<file path="config.mk">
export PLATFORM = sky130hd
export DESIGN_NAME = calendar_to_unix_seconds
export DESIGN_NICKNAME = d
export VERILOG_FILES = /design/src/rtl/c2u_pkg.sv /design/src/rtl/calendar_to_unix_seconds.sv
export SDC_FILE = /design/constraint.sdc
export NUM_CORES = 1
export LEC_CHECK = 0
export BUFFER_PORTS_ARGS = -buffer_cell sky130_fd_sc_hd__buf_4
export CORE_ASPECT_RATIO = 0.7
export CORE_UTILIZATION = 55
export CTS_CLUSTER_DIAMETER = 50
export CTS_CLUSTER_SIZE = 24
export DETAILED_ROUTE_END_ITERATION = 10
export PLACE_DENSITY_LB_ADDON = 0.15
export SLEW_MARGIN = 20
export SYNTH_ARGS = -nofsm -noshare
export SYNTH_HDL_FRONTEND = slang
export SYNTH_SLANG_ARGS = --single-unit
export TNS_END_PERCENT = 100
</file>
<file path="constraint.sdc">
create_clock -name clk -period 10.7 [get_ports clk]
set_clock_uncertainty 0.15 [all_clocks]
set_input_delay 2.14 -clock clk [delete_from_list [all_inputs] [get_ports clk]]
set_output_delay 2.14 -clock clk [all_outputs]
set_load 0.1 [all_outputs]
</file>
<file path="src/rtl/c2u_pkg.sv">
// ----------------------------------------------------------------------------
// c2u_pkg
// Constants and calendar tables for the calendar to epoch seconds converter.
// ----------------------------------------------------------------------------
package c2u_pkg;

  localparam int unsigned FieldW   = 16;
  localparam int unsigned SecondsW = 31;
  localparam int unsigned YearOffW = 7;
  localparam int unsigned DayNumW  = 10;
  localparam int unsigned TotalW   = 32;

  localparam logic [FieldW-1:0] YearFirst = 16'd1970;
  localparam logic [FieldW-1:0] YearLast  = 16'd2037;
  localparam logic [FieldW-1:0] MonthLast = 16'd12;
  localparam logic [FieldW-1:0] HourLast  = 16'd23;
  localparam logic [FieldW-1:0] MinLast   = 16'd59;
  localparam logic [FieldW-1:0] SecLast   = 16'd59;

  localparam logic [TotalW-1:0] SecsPerYear = 32'd31536000;
  localparam logic [TotalW-1:0] SecsPerDay  = 32'd86400;
  localparam logic [TotalW-1:0] SecsPerHour = 32'd3600;
  localparam logic [TotalW-1:0] SecsPerMin  = 32'd60;
  localparam logic [TotalW-1:0] SecondsMax  = 32'h7fffffff;

  localparam logic [3:0] MonthFeb = 4'd2;

  // month length, February stretched in a leap year
  function automatic logic [4:0] month_len(input logic [3:0] m, input logic leap);
    logic [4:0] len;
    case (m)
      4'd1:    len = 5'd31;
      4'd2:    len = leap ? 5'd29 : 5'd28;
      4'd3:    len = 5'd31;
      4'd4:    len = 5'd30;
      4'd5:    len = 5'd31;
      4'd6:    len = 5'd30;
      4'd7:    len = 5'd31;
      4'd8:    len = 5'd31;
      4'd9:    len = 5'd30;
      4'd10:   len = 5'd31;
      4'd11:   len = 5'd30;
      4'd12:   len = 5'd31;
      default: len = 5'd0;
    endcase
    return len;
  endfunction

  // days in the year before the first of month m, common year
  function automatic logic [8:0] days_before(input logic [3:0] m);
    logic [8:0] d;
    case (m)
      4'd1:    d = 9'd0;
      4'd2:    d = 9'd31;
      4'd3:    d = 9'd59;
      4'd4:    d = 9'd90;
      4'd5:    d = 9'd120;
      4'd6:    d = 9'd151;
      4'd7:    d = 9'd181;
      4'd8:    d = 9'd212;
      4'd9:    d = 9'd243;
      4'd10:   d = 9'd273;
      4'd11:   d = 9'd304;
      4'd12:   d = 9'd334;
      default: d = 9'd0;
    endcase
    return d;
  endfunction

endpackage

</file>
<file path="src/rtl/calendar_to_unix_seconds.sv">
// ----------------------------------------------------------------------------
// calendar_to_unix_seconds
// UTC date and time to seconds since 1970-01-01, with a validity flag.
// ----------------------------------------------------------------------------
// Input channel: in_valid / in_stall carry one request of year, month, day,
// hour, minute and second. It is accepted at a clock edge with in_valid high
// and in_stall low.
// Result channel: out_valid / out_stall carry out_seconds and out_valid_res.
// out_seconds is 0 whenever out_valid_res is 0 (field out of range, day past
// the month length, or total above 31 bits).
// Path: the request sits in the input register, and the conversion logic feeds
// the result register, which drives out_valid.
// Throughput: one request per cycle while out_stall is low; the elapsed-day
// closed form is constant multiplies and one adder tree in one logic stage.
// Stall: while out_stall holds a waiting result, the input register still
// takes one more request; in_stall rises only when both registers are full.
// Reset: rst_n low empties both registers; no other state is kept.
// ----------------------------------------------------------------------------
module calendar_to_unix_seconds (
  input  logic                            clk,
  input  logic                            rst_n,
  input  logic                            in_valid,
  output logic                            in_stall,
  input  logic [c2u_pkg::FieldW-1:0]      in_year,
  input  logic [c2u_pkg::FieldW-1:0]      in_month,
  input  logic [c2u_pkg::FieldW-1:0]      in_day,
  input  logic [c2u_pkg::FieldW-1:0]      in_hour,
  input  logic [c2u_pkg::FieldW-1:0]      in_minute,
  input  logic [c2u_pkg::FieldW-1:0]      in_second,
  output logic                            out_valid,
  input  logic                            out_stall,
  output logic [c2u_pkg::SecondsW-1:0]    out_seconds,
  output logic                            out_valid_res
);

  logic                            s1_valid_r;
  logic [c2u_pkg::FieldW-1:0]      year_r, month_r, day_r, hour_r, minute_r, second_r;
  logic                            out_valid_r;
  logic [c2u_pkg::SecondsW-1:0]    seconds_r, seconds_nxt;
  logic                            valid_res_r, valid_res_nxt;

  logic                            s2_take;
  logic                            s1_take;

  assign s2_take  = !out_valid_r || !out_stall;
  assign in_stall = s1_valid_r && !s2_take;
  assign s1_take  = in_valid && !in_stall;

  always_ff @(posedge clk) begin
    if (!rst_n) begin
      s1_valid_r <= 1'b0;
    end else if (s1_take) begin
      s1_valid_r <= 1'b1;
    end else if (s2_take) begin
      s1_valid_r <= 1'b0;
    end
  end

  always_ff @(posedge clk) begin
    if (s1_take) begin
      year_r   <= in_year;
      month_r  <= in_month;
      day_r    <= in_day;
      hour_r   <= in_hour;
      minute_r <= in_minute;
      second_r <= in_second;
    end
  end

  // conversion
  logic [c2u_pkg::FieldW-1:0]    year_diff;
  logic [c2u_pkg::YearOffW-1:0]  y_off;
  logic [c2u_pkg::YearOffW:0]    y_off_inc;
  logic [4:0]                    leaps;
  logic [3:0]                    mon;
  logic                          leap;
  logic [4:0]                    mlen;
  logic                          fields_ok;
  logic                          day_ok;
  logic [c2u_pkg::DayNumW-1:0]   day_num;
  logic [c2u_pkg::TotalW-1:0]    total;

  always_comb begin
    year_diff = year_r - c2u_pkg::YearFirst;
    y_off     = year_diff[c2u_pkg::YearOffW-1:0];
    y_off_inc = {1'b0, y_off} + 8'd1;
    // only century in range is 2000, a leap year
    leaps     = y_off_inc[c2u_pkg::YearOffW-1:2];
    leap      = (year_r[1:0] == 2'b00);
    mon       = month_r[3:0];
    mlen      = c2u_pkg::month_len(mon, leap);

    fields_ok = (year_r >= c2u_pkg::YearFirst) && (year_r <= c2u_pkg::YearLast)
             && (month_r != '0) && (month_r <= c2u_pkg::MonthLast)
             && (hour_r <= c2u_pkg::HourLast) && (minute_r <= c2u_pkg::MinLast)
             && (second_r <= c2u_pkg::SecLast);
    day_ok    = (day_r != '0) && (day_r <= {11'd0, mlen});

    day_num   = {5'd0, leaps}
              + {1'd0, c2u_pkg::days_before(mon)}
              + {9'd0, (leap && (mon > c2u_pkg::MonthFeb))}
              + (day_r[c2u_pkg::DayNumW-1:0] - 10'd1);

    total     = {25'd0, y_off} * c2u_pkg::SecsPerYear
              + {22'd0, day_num} * c2u_pkg::SecsPerDay
              + {27'd0, hour_r[4:0]} * c2u_pkg::SecsPerHour
              + {26'd0, minute_r[5:0]} * c2u_pkg::SecsPerMin
              + {26'd0, second_r[5:0]};

    valid_res_nxt = fields_ok && day_ok && (total <= c2u_pkg::SecondsMax);
    seconds_nxt   = valid_res_nxt ? total[c2u_pkg::SecondsW-1:0] : '0;
  end

  always_ff @(posedge clk) begin
    if (!rst_n) begin
      out_valid_r <= 1'b0;
    end else if (s2_take) begin
      out_valid_r <= s1_valid_r;
    end
  end

  always_ff @(posedge clk) begin
    if (s2_take && s1_valid_r) begin
      seconds_r   <= seconds_nxt;
      valid_res_r <= valid_res_nxt;
    end
  end

  assign out_valid     = out_valid_r;
  assign out_seconds   = seconds_r;
  assign out_valid_res = valid_res_r;

endmodule
</file>
After elaboration in Yosys (flattened, before gate mapping)

Memories as Yosys holds them, arrays and structs flattened. A register that Yosys moved wholly into a read port is not among the register bits.
Index checks and enable logic that the tools add are counted.

Add/sub/neg operators: 10
Multipliers: 4
Magnitude comparators: 9
Eq/ne operators: 12
Muxes and demuxes: 5
Reduce and logical (&&, ||, !) cells: 24

Operators with widths:

| kind                   | count |
|---|---|
| $add 32x12->32         | 1 |
| $add 32x17->32         | 1 |
| $add 32x27->32         | 1 |
| $add 32x6->32          | 1 |
| $le 16x6->1 const B    | 2 |
| $le 32x31->1 const B   | 1 |
| $reduce_bool 16->1     | 2 |
| $mul 7x18->25 const B  | 1 |
| $eq 4x4->1 const B     | 5 |
| $mul 10x10->20 const B | 1 |
| $eq 4x3->1 const B     | 4 |
| $ge 16x11->1 const B   | 1 |
| $le 16x11->1 const B   | 1 |
| $le 16x4->1 const B    | 1 |
| $le 16x5->1            | 1 |
| $le 16x5->1 const B    | 1 |
| $pmux 5 s3             | 1 |
| $logic_and 1x1->1      | 13 |
| $mul 5x8->13 const B   | 1 |
| $add 10x1->10          | 1 |
| $add 10x10->10         | 1 |
| $add 5x9->10           | 1 |
| $mul 6x4->10 const B   | 1 |
| $sub 10x1->10 const B  | 1 |
| 13 further kinds       | 19 |

Flip-flop bits (word level): 130
Memory bits (read-only): 144
Input bits: 100
Output and inout bits: 34
Word-level logic and storage cells: 75
Memories: 1

Memories:

| name            | words | width | read ports | clocked after Yosys merged registers in | wr ports | RTL line      | text |
|---|---|---|---|---|---|---|---|
| (no name shown) | 16    | 9     | 1          | 1                                       | 0        | c2u_pkg.sv:52 | `case (m)` |

Longest topological paths before layout

Gate-level depths: netlist (run 1).

Depth after elaboration: 12
Depth in mapped cells: 46
Mapped depth without buffers: 45

Worst setup path after synthesis (run 1)

Ideal clock, no wire load.

Path type: register to register
Start point: reg year_r[1] (netlist name)
End point: reg seconds_r (netlist bit out_seconds[10]), data pin
Setup time: 0.275 ns
Arrival: 9.536 ns
Data required time: 10.275 ns
Path slack: 0.740 ns
Cell stages (with the launch flop): 45
Path buffers: 1
Period minus slack after synthesis: 9.960 ns
Cells stage by stage: edfxtp_1 inv_1 ha_1 inv_1 o21ai_0 xor2_1 inv_1 ha_1 nand3_1 xor2_1 ha_1 fa_1 inv_1 ha_1 inv_1 nor2_1 nor2_1 o21bai_1 (+9 left out) ha_1 ha_1 and3_1 a31oi_1 a21oi_1 xor2_1 ha_1 ha_1 ha_1 a21o_1 a211o_1 a41o_1 o21ai_0 a211oi_1 o211ai_2 xnor2_1 buf_2 nor3_1

Cells in the longest elaborated chain, start to end: 12
Elaborated cells on any way between the ends: 28
Classes of those cells: add/sub (9); mul (2); order compare (4); mux (2); reduce/logical (11)

Ends and longest elaborated chain:

| what                   | RTL line                        | text |
|---|---|---|
| from (decl)            | calendar_to_unix_seconds.sv:37  | `logic [c2u_pkg::FieldW-1:0] year_r, month_r, day_r, hour_r, minute_r, second_r;` |
| from (signal assigned) | calendar_to_unix_seconds.sv:61  | `year_r <= in_year;` |
| $sub 7x6->7            | calendar_to_unix_seconds.sv:84  | `year_diff = year_r - c2u_pkg::YearFirst;` |
| $add 7x1->7            | calendar_to_unix_seconds.sv:86  | `y_off_inc = {1'b0, y_off} + 8'd1;` |
| $add 5x9->10           | calendar_to_unix_seconds.sv:100 | `+ {1'd0, c2u_pkg::days_before(mon)}` |
| $add 10x1->10          | calendar_to_unix_seconds.sv:101 | `+ {9'd0, (leap && (mon > c2u_pkg::MonthFeb))}` |
| $add 10x10->10         | calendar_to_unix_seconds.sv:102 | `+ (day_r[c2u_pkg::DayNumW-1:0] - 10'd1);` |
| $mul 10x10->20         | calendar_to_unix_seconds.sv:105 | `+ {22'd0, day_num} * c2u_pkg::SecsPerDay` |
| $add 32x27->32         | calendar_to_unix_seconds.sv:105 |  |
| $add 32x17->32         | calendar_to_unix_seconds.sv:106 | `+ {27'd0, hour_r[4:0]} * c2u_pkg::SecsPerHour` |
| $add 32x12->32         | calendar_to_unix_seconds.sv:107 | `+ {26'd0, minute_r[5:0]} * c2u_pkg::SecsPerMin` |
| $add 32x6->32          | calendar_to_unix_seconds.sv:108 | `+ {26'd0, second_r[5:0]};` |
| $le 32x31->1           | calendar_to_unix_seconds.sv:110 | `valid_res_nxt = fields_ok && day_ok && (total <= c2u_pkg::SecondsMax);` |
| $logic_and 1x1->1      | calendar_to_unix_seconds.sv:110 |  |
| to (signal assigned)   | calendar_to_unix_seconds.sv:124 | `seconds_r <= seconds_nxt;` |
| to (decl)              | calendar_to_unix_seconds.sv:39  | `logic [c2u_pkg::SecondsW-1:0] seconds_r, seconds_nxt;` |

Parallel ways exist; a longest one is shown, timed or not.
A chain may end at the register's enable or synchronous reset.

Worst setup path in the final report (run 1)

Start point: reg year_r[1] (netlist name)
End point: reg seconds_r (netlist bit out_seconds[8]), data pin

Same word-level chain as after synthesis.

==> flow_summary.toml, run 1 <==
[layout]
final_layout_size_suffix_gt1_share_pct = 16.2
area_growth_pct = 17.0
nets = 1758
fin_area_um2 = 14900
n_antenna_cell = 0

[drt]
vias = 8896
first_pass_iters = 4
routedWlPerCell_um = 15.5
drtIter0Drc = 467
vias_per_cell = 5.38
routed_wl_mm = 25.6
ant_nets = 0
drc = 0

[synthesis]
synth.distinct_cells = 61
synth_cells = 1168
netlist_area_um2 = 12700
synth_edf_count = 128
synth.top_cell.area_share_pct = 30.2
synth_common_cells = "ha_1, inv_1, edfxtp_1"
yosys.area.top_type = "edfxtp_1"
synth_area_leaders = "edfxtp_1, ha_1, fa_1, inv_1, xnor2_1"
synth.avg_cell_area_um2 = 10.9
synth.most_common_cell = "ha_1"
ys_seq_elements = 139
synth-main-ff-cell = "edfxtp_1"
yosysWarnings = 0
syn_nets = 1596
synthArstFlopShare_pct = 0
ys_seq_area_share_pct = 32.0

[sta]
max_freq_ghz = 0.0988
finalMaxSlewViolations = 0
worstMarginPinSlew_ns = 1.05
finalCriticalPeriod_ns = 10.12
holdWs_ns = 0.369
period_share_pct = 94.6
setup_violations = 0
hold_violations = 0
slew-limit-headroom_pct = 29.8
setup_ws_ns = 0.577

[worst_setup_path]
crit_path_end_kind = "flip-flop"
critical_path.most_common_cell = "ha_1"
slowest_stage = "edfxtp_1"
cp.arrival_ns = 10.22
crit_path_start_kind = "flip-flop"
critPathMaxFanout = 12
cpPeakStageDelay_ns = 0.51
path_buf_inv = 7
path_class = "flip-flop to flip-flop"
r2r_cells = 42
crit_required_ns = 10.80
critPathTopFamily = "adder cells"
crit_cells = 42

[clock_tree]
numCtsBuffers = 17
cts_tree = "yes"
clk_pin_slew_ns = 0.06
cts_hold_buf = 0
htreeDepth = 4
clock-root-buffer = "clkbuf_16"
clock_latency_ns = 0.43
cts_num_sinks = 139
cts.path.max_buffers = 2

[floorplan]
num_io_pins = 134
dieArea_um2 = 23700
die_h_um = 129
core_um2 = 22700
rows = 46
die_w_um = 184
start_util_pct = 56.0

[worst_hold_path]
whs_path_depth = 2
hp-class = "flip-flop to flip-flop"

[global_routing]
gr-usage-all-layers_pct = 22.2
first_global_vias = 8437
grt_max_degree = 72
grt_pass1_wl_mm = 40.8
antenna_found_initial = 0
overflow = 0

[placement]
portBuffers = 133
gp_congestion = 0.962
dp_hpwl_mm = 21.1
place_area_um2 = 14200
dp_slack_ns = 0.195

[run_status]
outcome = "finished, final reports clean"

[job]
maxCapViolCount = 0
[path summary, 6_finish.rpt]
| check | to | slack [ns] | startpoint |
|---|---|---|---|
| max | out_seconds[8] | 0.58 | year_r[1] |
| min | out_valid | 0.37 | s1_valid_r |
| max reg2reg | out_seconds[8] | 0.58 | year_r[1] |
| min reg2reg | out_valid | 0.37 | s1_valid_r |
[registers in the layout (all words and copies together), names as in the netlist, named ones only]
signal         flops
out_valid          1
out_valid_res      1
out_seconds       31
second_r          16
minute_r          16
s1_valid_r         1
day_r             16
month_r           16
hour_r            16
year_r            16
[metal layers]
metal	global-route usage, %	routed length, um	vias up
li1	-	-	4471
met3	4.41	1060	14
met2	34.3	11300	167
met1	32.2	13000	4244
met5	0	0	-
met4	4.61	170	0
[worst reg2reg max path: cells and delay by family, from the launching register on]
family | cells | cell delay [ns]
XOR/XNOR | 5 | 0.89
AO/OA/AOI/OAI | 11 | 2.06
buffers and inverters | 7 | 0.86
adder cells (fa/ha/maj) | 13 | 4.41
AND/OR/NAND/NOR | 6 | 1.05
flip-flops | 1 | 0.51
[through the flow]
step,TNS (ns),util (%),cells
finish,0,65.5,1655
global route,-0.0529,65.5,1655
CTS,0,65.2,1650
detailed placement,0,62.6,1618
global placement,0,62.6,1618
floorplan,0,-,1168
[cell usage in the layout, fill, tap and decap left out, types with 7 or more instances in the layout]
master,n
ha_1,262
inv_1,180
buf_4,153
edfxtp_1,128
fa_1,66
a21oi_1,61
xnor2_1,57
nand2_1,43
nor3_1,39
nor2_1,33
o21ai_0,32
a21o_1,31
xor2_1,27
clkbuf_16,17
nor4_1,16
o21bai_1,14
o21a_1,14
nand3_1,14
and3_1,11
dfxtp_1,11
nand4_1,10
nand2b_1,9
nor2b_1,7
[cell type report]
| class | instances | area (um^2) |
|---|---|---|
| tap | 312 | 390 |
| sequential | 139 | 4060 |
| timing repair buffer | 154 | 1160 |
| clock inverter | 14 | 160 |
| multi-input combinational | 836 | 7980 |
| fill | 1834 | 7810 |
| inverter | 182 | 684 |
| clock buffer | 18 | 429 |
[kinds of logic after synthesis]
logic type,after synthesis,synth area share [%]
AO/OA/AOI/OAI,205,10.6
XOR/XNOR,87,6.06
adder cells (fa/ha/maj),328,36.2
buffers and inverters,193,5.73
flip-flops,139,32.0
multiplexers,9,0.738
AND/OR/NAND/NOR,207,8.73
[what timing repair did]
action | 4_1_cts | 5_1_grt
buffers inserted | 0 | 5
resized for setup | 0 | 9
setup endpoints to repair | 0 | 31
Power of run 1 is not shown: default switching activity piles up to over one toggle a cycle in this logic, so the estimate is an artifact.
==> run 2: changes to the inputs <==
--- a/config.mk
+++ b/config.mk
@@ -6,8 +6,10 @@
 export NUM_CORES = 1
 export LEC_CHECK = 0
 export BUFFER_PORTS_ARGS = -buffer_cell sky130_fd_sc_hd__buf_4
+export CELL_PAD_IN_SITES_DETAIL_PLACEMENT = 0
+export CELL_PAD_IN_SITES_GLOBAL_PLACEMENT = 1
 export CORE_ASPECT_RATIO = 0.7
-export CORE_UTILIZATION = 55
+export CORE_UTILIZATION = 44
 export CTS_CLUSTER_DIAMETER = 50
 export CTS_CLUSTER_SIZE = 24
 export DETAILED_ROUTE_END_ITERATION = 10
==> flow_summary.toml, run 2 (synthesis gave the netlist of run 1 again) <==
[worst_setup_path]
crit_path_end_kind = "flip-flop"
r2r_start = "year_r[1]"
timing.rr.end = "out_seconds[14]"
critical_path.most_common_cell = "ha_1"
r2r_cells = 42
cp.arrival_ns = 10.17
crit_path_start_kind = "flip-flop"
path_class = "flip-flop to flip-flop"
r2r_slack_ns = 0.61
cpPeakStageDelay_ns = 0.55
slowest_stage = "fa_1"
critPathMaxFanout = 31
crit_required_ns = 10.77

[floorplan]
core_um2 = 28100
die_w_um = 205
die_h_um = 144
num_io_pins = 134
dieArea_um2 = 29600
rows = 51
start_util_pct = 45.3

[drt]
first_pass_iters = 5
drc = 0
drtIter0Drc = 531
routedWlPerCell_um = 17.3
vias_per_cell = 5.13
ant_nets = 0
routed_wl_mm = 29.6
vias = 8782

[sta]
worstMarginPinSlew_ns = 0.843
tns_ns = 0
period_share_pct = 94.3
slew-limit-headroom_pct = 42.2
hold_violations = 0
max_freq_ghz = 0.0991
finalCriticalPeriod_ns = 10.09
finalMaxSlewViolations = 0
holdWs_ns = 0.434
setup_violations = 0

[clock_tree]
numCtsBuffers = 17
cts_tree = "yes"
htreeDepth = 4
cts.path.max_buffers = 2
cts_num_sinks = 139
clock-root-buffer = "clkbuf_16"
cts_hold_buf = 0
clock_latency_ns = 0.43
clk_pin_slew_ns = 0.06

[global_routing]
first_global_vias = 8609
grt_pass1_wl_mm = 46.4
antenna_found_initial = 0
overflow = 0
grt_max_degree = 87
gr-usage-all-layers_pct = 20.6

[worst_hold_path]
whs_path_depth = 2
min_from = "s1_valid_r"
min_to = "out_valid"
hp-class = "flip-flop to flip-flop"

[layout]
final_layout_size_suffix_gt1_share_pct = 17.0
most-common-layout-cells = "ha_1, inv_1, buf_4"
utilization_pct = 53.4
nets = 1757
largest_reg_flops = 31
n_antenna_cell = 0
layout_commonest_cell = "ha_1"
area_growth_pct = 18.0

[run_status]
outcome = "finished, final reports clean"

[placement]
gp_congestion = 0.887
portBuffers = 133
dp_hpwl_mm = 24.5

[job]
maxCapViolCount = 0
run 2: cell count changes in the layout (fill, tap and decap cells not counted), sizes merged:
| cell | before | now |
|---|---|---|
| clkinv | 7 | 2 |
| buf | 154 | 152 |
| clkbuf | 18 | 19 |
| clkinvlp | 0 | 5 |
run 2: how the worst max path moves through the flow:
stage	cells past startpoint	endpoint	start	slack [ns]
final	42	out_seconds[14]	year_r[1]	0.61
after CTS	42	out_seconds[14]	year_r[1]	0.02
after global routing	44	out_seconds[14]	year_r[2]	-0.03
after detailed placement	42	out_seconds[14]	year_r[1]	0.11
after global placement	41	out_seconds[28]	year_r[1]	0.35
after floorplan	44	out_seconds[10]	year_r[1]	0.74
run 2: stage by stage:
| step | worst slack [ns] | cells | cell area (um^2) |
|---|---|---|---|
| 3_5_place_dp | 0.109 | 1673 | 14200 |
| 6_report | 0.607 | 1713 | 15000 |
| 5_1_grt | -0.0313 | 1713 | 15000 |
| 3_3_place_gp | 0.354 | 1673 | 14200 |
| 4_1_cts | 0.0203 | 1705 | 14800 |
| 2_1_floorplan | 0.740 | 1168 | 12700 |
run 2: routing by layer:
layer / wire length [um] / GRT usage (%) / part of all wire (%) / vias up
met3: 923 / 3.74 / 3.1 / 14
met4: 165 / 4.02 / 0.56 / 0
met2: 11900 / 27.3 / 40 / 134
li1: - / - / - / 4454
met1: 16500 / 33.6 / 56 / 4180
met5: 0 / 0 / 0 / -
run 2: area by class of cell:
class	count	area (um^2)
fillers	2556	13100
repair buffers	153	1170
well taps	371	464
inverters	182	686
multi-input cells	836	8020
flip-flops and latches	139	4060
clock buffers	18	439
clock inverters	14	158
run 2: critical path, delay by kind of cell (launching register included):
kind                       cells  cell delay, ns
AOI/OAI and AO/OA             15            2.83
xor gates and xnor gates       5            0.85
adders and majority gates     11            3.89
buffers and inverters          7            0.75
DFF                            1            0.50
and+or+nand+nor                4            0.90
run 2: timing repair:
action | 4_1_cts | 5_1_grt
endpoints found under the setup margin | 0 | 32
gates resized for setup | 0 | 21
buffers inserted | 0 | 7
Power of run 2 is left out for the same reason.
